## src/rtl/rth_pkg.sv

```systemverilog
package rth_pkg;

    // Text fragments that a command can emit ahead of or after its plain byte
    typedef enum logic [2:0] {
        STR_NONE,
        STR_BSL,       // "\"
        STR_BSP,       // "\p"
        STR_BSPA,      // "\pa"
        STR_BR,        // "<br>\n"
        STR_BSQ,       // "\q"
        STR_CEN_OPEN,  // "<CENTER>"
        STR_CEN_CLOSE  // "</CENTER>"
    } str_id_t;

    // One classified input byte, as handed from the front to the back
    typedef struct packed {
        str_id_t    pre;
        logic       has_char;
        logic [7:0] ch;
        str_id_t    post;
        logic       term;
    } cmd_t;

    localparam int FIFO_DEPTH = 4;
    localparam int FIFO_AW    = $clog2(FIFO_DEPTH);
    localparam int IDX_W      = 4;

    localparam logic [7:0] CH_BSL   = 8'h5C;
    localparam logic [7:0] CH_P     = 8'h70;
    localparam logic [7:0] CH_A     = 8'h61;
    localparam logic [7:0] CH_R     = 8'h72;
    localparam logic [7:0] CH_D     = 8'h64;
    localparam logic [7:0] CH_Q     = 8'h71;
    localparam logic [7:0] CH_C     = 8'h63;
    localparam logic [7:0] CH_SPACE = 8'h20;
    localparam logic [7:0] CH_NL    = 8'h0A;

    function automatic logic [IDX_W-1:0] str_len(str_id_t id);
        logic [IDX_W-1:0] n;
        unique case (id)
            STR_BSL:       n = IDX_W'(1);
            STR_BSP:       n = IDX_W'(2);
            STR_BSPA:      n = IDX_W'(3);
            STR_BR:        n = IDX_W'(5);
            STR_BSQ:       n = IDX_W'(2);
            STR_CEN_OPEN:  n = IDX_W'(8);
            STR_CEN_CLOSE: n = IDX_W'(9);
            default:       n = IDX_W'(0);
        endcase
        return n;
    endfunction

    // Byte idx of a fragment, counted from its first character
    function automatic logic [7:0] str_byte(str_id_t id, logic [IDX_W-1:0] idx);
        logic [71:0]      s;
        logic [IDX_W-1:0] pos;
        logic [6:0]       base;
        unique case (id)
            STR_BSL:       s = 72'("\\");
            STR_BSP:       s = 72'("\\p");
            STR_BSPA:      s = 72'("\\pa");
            STR_BR:        s = 72'("<br>\n");
            STR_BSQ:       s = 72'("\\q");
            STR_CEN_OPEN:  s = 72'("<CENTER>");
            STR_CEN_CLOSE: s = 72'("</CENTER>");
            default:       s = 72'd0;
        endcase
        pos  = str_len(id) - IDX_W'(1) - idx;
        base = {pos, 3'b000};
        return s[base +: 8];
    endfunction

endpackage

```

## src/rtl/rth_front.sv

```systemverilog
module rth_front (
    input  logic          clk,
    input  logic          rst_n,
    input  logic          accept,
    input  logic [7:0]    in_char,
    input  logic          in_last,
    output logic          wr,
    output rth_pkg::cmd_t cmd
);
    import rth_pkg::*;

    // escape match progress
    typedef enum logic [2:0] {
        M_IDLE,
        M_BSL,   // after "\"
        M_P,     // after "\p"
        M_PA,    // after "\pa"
        M_PAR,   // after "\par"
        M_Q      // after "\q"
    } match_t;

    match_t     match_reg, match_next;
    logic       cen_reg, cen_next;
    cmd_t       c;
    logic       do_plain;
    match_t     mid;

    always_comb
    begin
        c          = '0;
        c.pre      = STR_NONE;
        c.post     = STR_NONE;
        c.ch       = in_char;
        do_plain   = 1'b0;
        mid        = M_IDLE;
        cen_next   = cen_reg;
        unique case (match_reg)
            M_BSL:
            begin
                if (in_char == CH_P)
                    mid = M_P;
                else if (in_char == CH_Q)
                    mid = M_Q;
                else if (in_char == CH_SPACE || in_char == CH_NL)
                    mid = M_IDLE;
                else
                begin
                    c.pre    = STR_BSL;
                    do_plain = 1'b1;
                end
            end
            M_P:
            begin
                if (in_char == CH_A)
                    mid = M_PA;
                else
                begin
                    c.pre    = STR_BSP;
                    do_plain = 1'b1;
                end
            end
            M_PA:
            begin
                if (in_char == CH_R)
                    mid = M_PAR;
                else
                begin
                    c.pre    = STR_BSPA;
                    do_plain = 1'b1;
                end
            end
            M_PAR:
            begin
                if (in_char == CH_D)
                begin
                    if (cen_reg)
                        c.pre = STR_CEN_CLOSE;
                    cen_next = 1'b0;
                end
                else
                begin
                    c.pre    = STR_BR;
                    do_plain = 1'b1;
                end
            end
            M_Q:
            begin
                if (in_char == CH_C)
                begin
                    if (!cen_reg)
                        c.pre = STR_CEN_OPEN;
                    cen_next = 1'b1;
                end
                else
                begin
                    c.pre    = STR_BSQ;
                    do_plain = 1'b1;
                end
            end
            default: do_plain = 1'b1;
        endcase

        // ordinary byte: a backslash opens an escape, anything else passes
        if (do_plain)
        begin
            if (in_char == CH_BSL)
                mid = M_BSL;
            else
                c.has_char = 1'b1;
        end

        match_next = mid;
        if (in_last)
        begin
            unique case (mid)
                M_BSL:   c.post = STR_BSL;
                M_P:     c.post = STR_BSP;
                M_PA:    c.post = STR_BSPA;
                M_PAR:   c.post = STR_BR;
                M_Q:     c.post = STR_BSQ;
                default: c.post = STR_NONE;
            endcase
            c.term     = 1'b1;
            match_next = M_IDLE;
            cen_next   = 1'b0;
        end
    end

    assign cmd = c;
    // drop requests that produce no output
    assign wr  = accept && (c.pre != STR_NONE || c.has_char || c.term);

    always_ff @(posedge clk or negedge rst_n)
    begin
        if (!rst_n)
        begin
            match_reg <= M_IDLE;
            cen_reg   <= 1'b0;
        end
        else if (accept)
        begin
            match_reg <= match_next;
            cen_reg   <= cen_next;
        end
    end

endmodule

```

## src/rtl/rth_fifo.sv

```systemverilog
module rth_fifo (
    input  logic          clk,
    input  logic          rst_n,
    input  logic          wr,
    input  rth_pkg::cmd_t wdata,
    input  logic          rd,
    output rth_pkg::cmd_t rdata,
    output logic          full,
    output logic          nonempty
);
    import rth_pkg::*;

    cmd_t               mem_reg [FIFO_DEPTH];
    logic [FIFO_AW-1:0] wp_reg, rp_reg;
    logic [FIFO_AW:0]   cnt_reg, cnt_next;

    assign full     = (cnt_reg == (FIFO_AW+1)'(FIFO_DEPTH));
    assign nonempty = (cnt_reg != '0);
    assign rdata    = mem_reg[rp_reg];

    always_comb
    begin
        cnt_next = cnt_reg;
        if (wr && !rd)
            cnt_next = cnt_reg + (FIFO_AW+1)'(1);
        else if (rd && !wr)
            cnt_next = cnt_reg - (FIFO_AW+1)'(1);
    end

    always_ff @(posedge clk)
    begin
        if (wr)
            mem_reg[wp_reg] <= wdata;
    end

    always_ff @(posedge clk or negedge rst_n)
    begin
        if (!rst_n)
        begin
            wp_reg  <= '0;
            rp_reg  <= '0;
            cnt_reg <= '0;
        end
        else
        begin
            if (wr)
                wp_reg <= wp_reg + FIFO_AW'(1);
            if (rd)
                rp_reg <= rp_reg + FIFO_AW'(1);
            cnt_reg <= cnt_next;
        end
    end

endmodule

```

## src/rtl/rth_back.sv

```systemverilog
module rth_back (
    input  logic          clk,
    input  logic          rst_n,
    input  rth_pkg::cmd_t cmd,
    input  logic          cmd_valid,
    output logic          cmd_done,
    output logic [7:0]    out_char,
    output logic          out_last,
    output logic          empty,
    input  logic          pop
);
    import rth_pkg::*;

    typedef enum logic [1:0] {
        PH_PRE,
        PH_CHAR,
        PH_POST,
        PH_TERM
    } phase_t;

    phase_t           phase_reg, phase_next;
    logic [IDX_W-1:0] idx_reg, idx_next;
    logic             out_valid_reg, out_valid_next;
    logic [7:0]       out_char_reg, out_char_next;
    logic             out_last_reg, out_last_next;

    phase_t     eff;
    logic       can_emit, phase_end, more;
    logic [3:0] present;

    always_comb
    begin
        present[PH_PRE]  = (cmd.pre != STR_NONE);
        present[PH_CHAR] = cmd.has_char;
        present[PH_POST] = (cmd.post != STR_NONE);
        present[PH_TERM] = cmd.term;

        // first phase at or after the held one that this command uses
        eff = PH_TERM;
        for (int i = 3; i >= 0; i--)
        begin
            if (2'(i) >= phase_reg && present[i])
                eff = phase_t'(2'(i));
        end
        more = 1'b0;
        for (int i = 0; i < 4; i++)
        begin
            if (2'(i) > eff && present[i])
                more = 1'b1;
        end

        out_char_next = out_char_reg;
        out_last_next = 1'b0;
        phase_end     = 1'b1;
        unique case (eff)
            PH_PRE:
            begin
                out_char_next = str_byte(cmd.pre, idx_reg);
                phase_end     = (idx_reg == str_len(cmd.pre) - IDX_W'(1));
            end
            PH_CHAR: out_char_next = cmd.ch;
            PH_POST:
            begin
                out_char_next = str_byte(cmd.post, idx_reg);
                phase_end     = (idx_reg == str_len(cmd.post) - IDX_W'(1));
            end
            default:
            begin
                out_char_next = 8'd0;
                out_last_next = 1'b1;
            end
        endcase

        can_emit = cmd_valid && (!out_valid_reg || pop);
        cmd_done = can_emit && phase_end && !more;

        phase_next = phase_reg;
        idx_next   = idx_reg;
        if (can_emit)
        begin
            if (!phase_end)
            begin
                phase_next = eff;
                idx_next   = idx_reg + IDX_W'(1);
            end
            else
            begin
                phase_next = more ? phase_t'(eff + 2'd1) : PH_PRE;
                idx_next   = '0;
            end
        end

        if (can_emit)
            out_valid_next = 1'b1;
        else if (pop)
            out_valid_next = 1'b0;
        else
            out_valid_next = out_valid_reg;
        if (!can_emit)
        begin
            out_char_next = out_char_reg;
            out_last_next = out_last_reg;
        end
    end

    assign empty    = !out_valid_reg;
    assign out_char = out_char_reg;
    assign out_last = out_last_reg;

    always_ff @(posedge clk or negedge rst_n)
    begin
        if (!rst_n)
        begin
            phase_reg     <= PH_PRE;
            idx_reg       <= '0;
            out_valid_reg <= 1'b0;
            out_char_reg  <= 8'd0;
            out_last_reg  <= 1'b0;
        end
        else
        begin
            phase_reg     <= phase_next;
            idx_reg       <= idx_next;
            out_valid_reg <= out_valid_next;
            out_char_reg  <= out_char_next;
            out_last_reg  <= out_last_next;
        end
    end

endmodule

```

## src/rtl/rtf_subset_to_html_stream.sv

```systemverilog
// A byte accepted at a clock edge is written into the command queue; the back end
// expands the head command into its single output register, one output byte per cycle
// while that register is empty or being popped, so plain text runs at one byte per
// cycle and "\pard" closing centering at end of text emits "</CENTER>" then a terminator;
// the input stalls only once the four-entry command queue is full.
// Reset (rst_n low, asynchronous): match state, centering flag, command queue and
// output register clear; no clearing pass is needed.
module rtf_subset_to_html_stream (
    input  logic       clk,
    input  logic       rst_n,
    input  logic [7:0] in_char,
    input  logic       in_last,
    input  logic       push,
    output logic       full,
    output logic [7:0] out_char,
    output logic       out_last,
    output logic       empty,
    input  logic       pop
);
    import rth_pkg::*;

    logic accept;
    logic q_wr, q_full, q_nonempty, q_rd;
    cmd_t q_wdata, q_rdata;

    // Take a request whenever the command queue has room; the back end
    // drains the queue independently, so a stalled consumer only backs up
    // the input once the queue is full.
    assign full   = q_full;
    assign accept = push && !q_full;

    // Front: run the escape matcher and classify each byte into a command
    // (leading fragment, plain byte, trailing fragment, terminator).
    rth_front u_front (
        .clk     (clk),
        .rst_n   (rst_n),
        .accept  (accept),
        .in_char (in_char),
        .in_last (in_last),
        .wr      (q_wr),
        .cmd     (q_wdata)
    );

    // Queue: hold commands between classification and expansion.
    rth_fifo u_fifo (
        .clk      (clk),
        .rst_n    (rst_n),
        .wr       (q_wr),
        .wdata    (q_wdata),
        .rd       (q_rd),
        .rdata    (q_rdata),
        .full     (q_full),
        .nonempty (q_nonempty)
    );

    // Back: expand the head command one byte per cycle, while the output register is free or
    // being popped, into that register; advance the queue when its last byte is emitted.
    rth_back u_back (
        .clk       (clk),
        .rst_n     (rst_n),
        .cmd       (q_rdata),
        .cmd_valid (q_nonempty),
        .cmd_done  (q_rd),
        .out_char  (out_char),
        .out_last  (out_last),
        .empty     (empty),
        .pop       (pop)
    );

endmodule
```

## config.mk

```make
export PLATFORM = sky130hd
export DESIGN_NAME = rtf_subset_to_html_stream
export DESIGN_NICKNAME = d
export VERILOG_FILES = /design/src/rtl/rth_pkg.sv /design/src/rtl/rth_front.sv /design/src/rtl/rth_fifo.sv /design/src/rtl/rth_back.sv /design/src/rtl/rtf_subset_to_html_stream.sv
export SDC_FILE = /design/constraint.sdc
export NUM_CORES = 1
export LEC_CHECK = 0
export BUFFER_PORTS_ARGS = -buffer_cell sky130_fd_sc_hd__buf_2
export CAP_MARGIN = 40
export CORE_ASPECT_RATIO = 0.5
export CORE_MARGIN = 2
export CORE_UTILIZATION = 57
export DETAILED_ROUTE_END_ITERATION = 10
export HOLD_SLACK_MARGIN = 0.15
export MAX_ROUTING_LAYER = met4
export PLACE_DENSITY = 0.8
export SLEW_MARGIN = 20
export SYNTH_ARGS = -nofsm -noshare
export SYNTH_HDL_FRONTEND = slang
export SYNTH_HIERARCHICAL = 1
export SYNTH_SLANG_ARGS = --single-unit
```

## constraint.sdc

```tcl
create_clock -name clk -period 4.2 [get_ports clk]
set_input_delay 0.21 -clock clk [delete_from_list [all_inputs] [get_ports clk]]
set_output_delay 0.21 -clock clk [all_outputs]
set_load 0.01 [all_outputs]
```

==> results.py <==
metrics = {
    "outcome": {
        "status": "finished clean",
    },
    "critical_path": {
        "crit_family": "adder cells",
        "crit_chain": "buf_4, mux4_1, buf_4, nor2b_1, nor2_1, ha_1, o2111a_1, nand2_1, o22ai_2, and3_1, inv_1, ha_1, inv_1, fa_1, xor2_1, nor2_1, xor2_1",
        "cp-end-kind": "flip-flop",
        "crit_type": "reg2reg",
        "arrival_ns": 4.26,
        "cp_num_buf_inv": 4,
        "critPathMaxStageDelay_ns": 0.65,
        "startpoint_type": "flip-flop",
        "cp_slowest_cell": "mux4_1",
        "required_ns": 4.43,
        "worst-path-max-fanout": 7,
    },
    "routing": {
        "via_count": 4780,
        "wire_per_inst_um": 19.63,
        "antenna_left": 0,
        "drtIter0Drc": 559,
        "route.detailed.drc": 0,
        "vias_per_cell": 6.521,
        "firstDrtPassIters": 5,
        "wirelength_mm": 14.39,
    },
    "synth": {
        "async_flop_share_pct": 29.67,
        "ys_top_cells_by_count": "64 x edfxtp_1, 56 x nand2_1, 42 x nor2_1",
        "synth_ff_type": "edfxtp_1",
        "synth_top_area_share_pct": 32.31,
        "ys_seq_elements": 91,
        "synth-edff-count": 64,
        "ys_top_cells_by_area": "edfxtp_1 32%, dfrtp_1 11%, mux4_1 3.5%, nand2_1 3.5%, mux4_2 3.0%",
        "yosysUniqueCellTypes": 96,
        "yosysWarnings": 6,
        "synth_most_common_cell": "edfxtp_1",
        "synth_seq_area_share_pct": 43.67,
        "synth_area_um2": 5948,
        "postSynthAreaPerCell_um2": 10.36,
        "yosysTopAreaCell": "edfxtp_1",
        "synth_nets": 601,
        "synth_cells": 574,
    },
    "clocking": {
        "clockRootBuffer": "clkbuf_16",
        "clock_sinks": 91,
        "post_cts_buffers": 0,
        "cts_buffer_depth": 2,
        "numCtsBuffers": 9,
        "clk_pin_slew_worst_paths_ns": 0.07,
        "clock_latency_ns": 0.35,
        "cts_tree": "done",
        "cts_htree_levels": 3,
    },
    "global_routing": {
        "grt_max_degree": 28,
        "grt_pass1_vias": 4292,
        "grt_overflow": 0,
        "grt_usage_pct": 27.40,
        "grt_pass1_wl_mm": 23.40,
        "antenna_found_initial": 0,
    },
    "sta": {
        "fin_setup_tns_ns": 0,
        "tightest_slew_ns": 0.8535,
        "drv_slew": 0,
        "finalSetupViolCount": 0,
        "hold_viol": 0,
        "finalCritPeriodShare_pct": 96.06,
        "slew_headroom_pct": 42.89,
        "period_minus_slack_ns": 4.034,
        "skew_ns": 0.007884,
        "fmax_mhz": 247.9,
        "rsz0062_at_grt": "false",
    },
    "floorplanning": {
        "core_um2": 10180,
        "dieArea_um2": 11320,
        "initial_core_util_pct": 58.42,
        "fp.dieW_um": 148.5,
        "rows": 26,
        "die_h_um": 76.24,
        "pin_count": 24,
    },
    "place": {
        "dp_hpwl_mm": 9.709,
        "portBuffers": 23,
        "place.gp.congestion": 0.9129,
    },
    "final_layout": {
        "nNetsFinal": 615,
        "areaGrowthSynthToFinish_pct": 9.403,
        "largest_reg_flops": 64,
        "drive_above_1_share_pct": 18.38,
        "antenna_cells": 0,
    },
    "run": {
        "drv_cap": 0,
    },
    "min_path": {
        "hp-class": "in2reg",
    },
}
==> what timing repair did <==
action | in CTS | in global routing
gates resized for setup | 0 | 4
hold endpoints to repair | 35 | 0
endpoints found under the setup margin | 0 | 7
hold buffers | 3 | 0
==> layer usage <==
metal / track usage [%] / routed length, µm / part of all wire [%] / up-vias
met5: - / 0 / 0 / -
met4: 6.190 / 247 / 1.7 / 0
met3: 5.210 / 1065 / 7.4 / 29
met2: 42.08 / 6834 / 47 / 239
met1: 38.37 / 6241 / 43 / 2327
li1: - / - / - / 2185
==> cell usage in the layout (no fill, tap or decap), types with 4 or more instances in the layout <==
cell        n
a211oi_1    8
a21oi_1    29
a22oi_1     4
a31oi_1     9
and2_1      7
and3_1      8
buf_2      23
buf_4      31
clkbuf_16   9
dfrtp_1    26
edfxtp_1   64
ha_1       11
inv_1      17
mux4_1      8
mux4_2      8
nand2_1    56
nand2b_1   10
nand3_1    16
nand3b_1    4
nand4_1     5
nor2_1     42
nor2b_1     9
nor3_1     17
nor3b_1     4
nor4_1      4
o211ai_1    4
o21ai_0    35
o21ai_1     5
o22ai_1     5
or3_1       5
xnor2_1     7
xor2_1      8
==> stage by stage <==
stage	util [%]	setup WS, ns	std cells	hold WS, ns	instance area [µm²]
6_report	63.91	0.1655	733	0.1656	6507
5_1_grt	63.91	0.01332	733	0.1749	6507
4_1_cts	63.75	0.1077	733	0.1625	6491
3_5_place_dp	60.47	0.1516	714	0.2679	6157
3_3_place_gp	60.47	0.3213	714	0.2704	6157
2_1_floorplan	-	0.2135	574	-0.08559	5948
==> cell families (layout without fill, tap and decap cells) <==
logic type	Yosys count	after routing	share of synthesized area, %
simple gates	208	208	18.32
compound gates	152	152	17.88
flops	91	91	43.67
buf+inv	72	91	6.416
xor+xnor	20	20	3.639
mux	17	17	6.752
fa+ha+maj	14	14	3.324
==> layout make-up <==
type	count	area (µm²)
inverters	18	67.56
multi-input cells	411	2984
flip-flops and latches	91	2599
repair buffers	57	377.9
well taps	140	175.2
clock inverters	7	78.83
clock buffers	9	225.2
fillers	769	3675
==> path summary, 6_finish.rpt <==
check / start / endpoint / slack [ns] / cells after the start
min: in_last / u_front/cen_reg / 0.17 / 2
max in group asynchronous: rst_n / u_fifo/rp_reg[0] / 3.32 / 2
max reg2reg: u_fifo/rp_reg[0] / u_fifo/cnt_reg[2] / 0.17 / 17
max: u_fifo/rp_reg[0] / u_fifo/cnt_reg[2] / 0.17 / 17
min in group asynchronous: rst_n / u_fifo/wp_reg[0] / 0.42 / 2
min reg2reg: u_back/out_last / u_back/out_last / 0.48 / 2
Power is not shown: default switching activity piles up to over one toggle a cycle in this logic, so the estimate is an artifact.
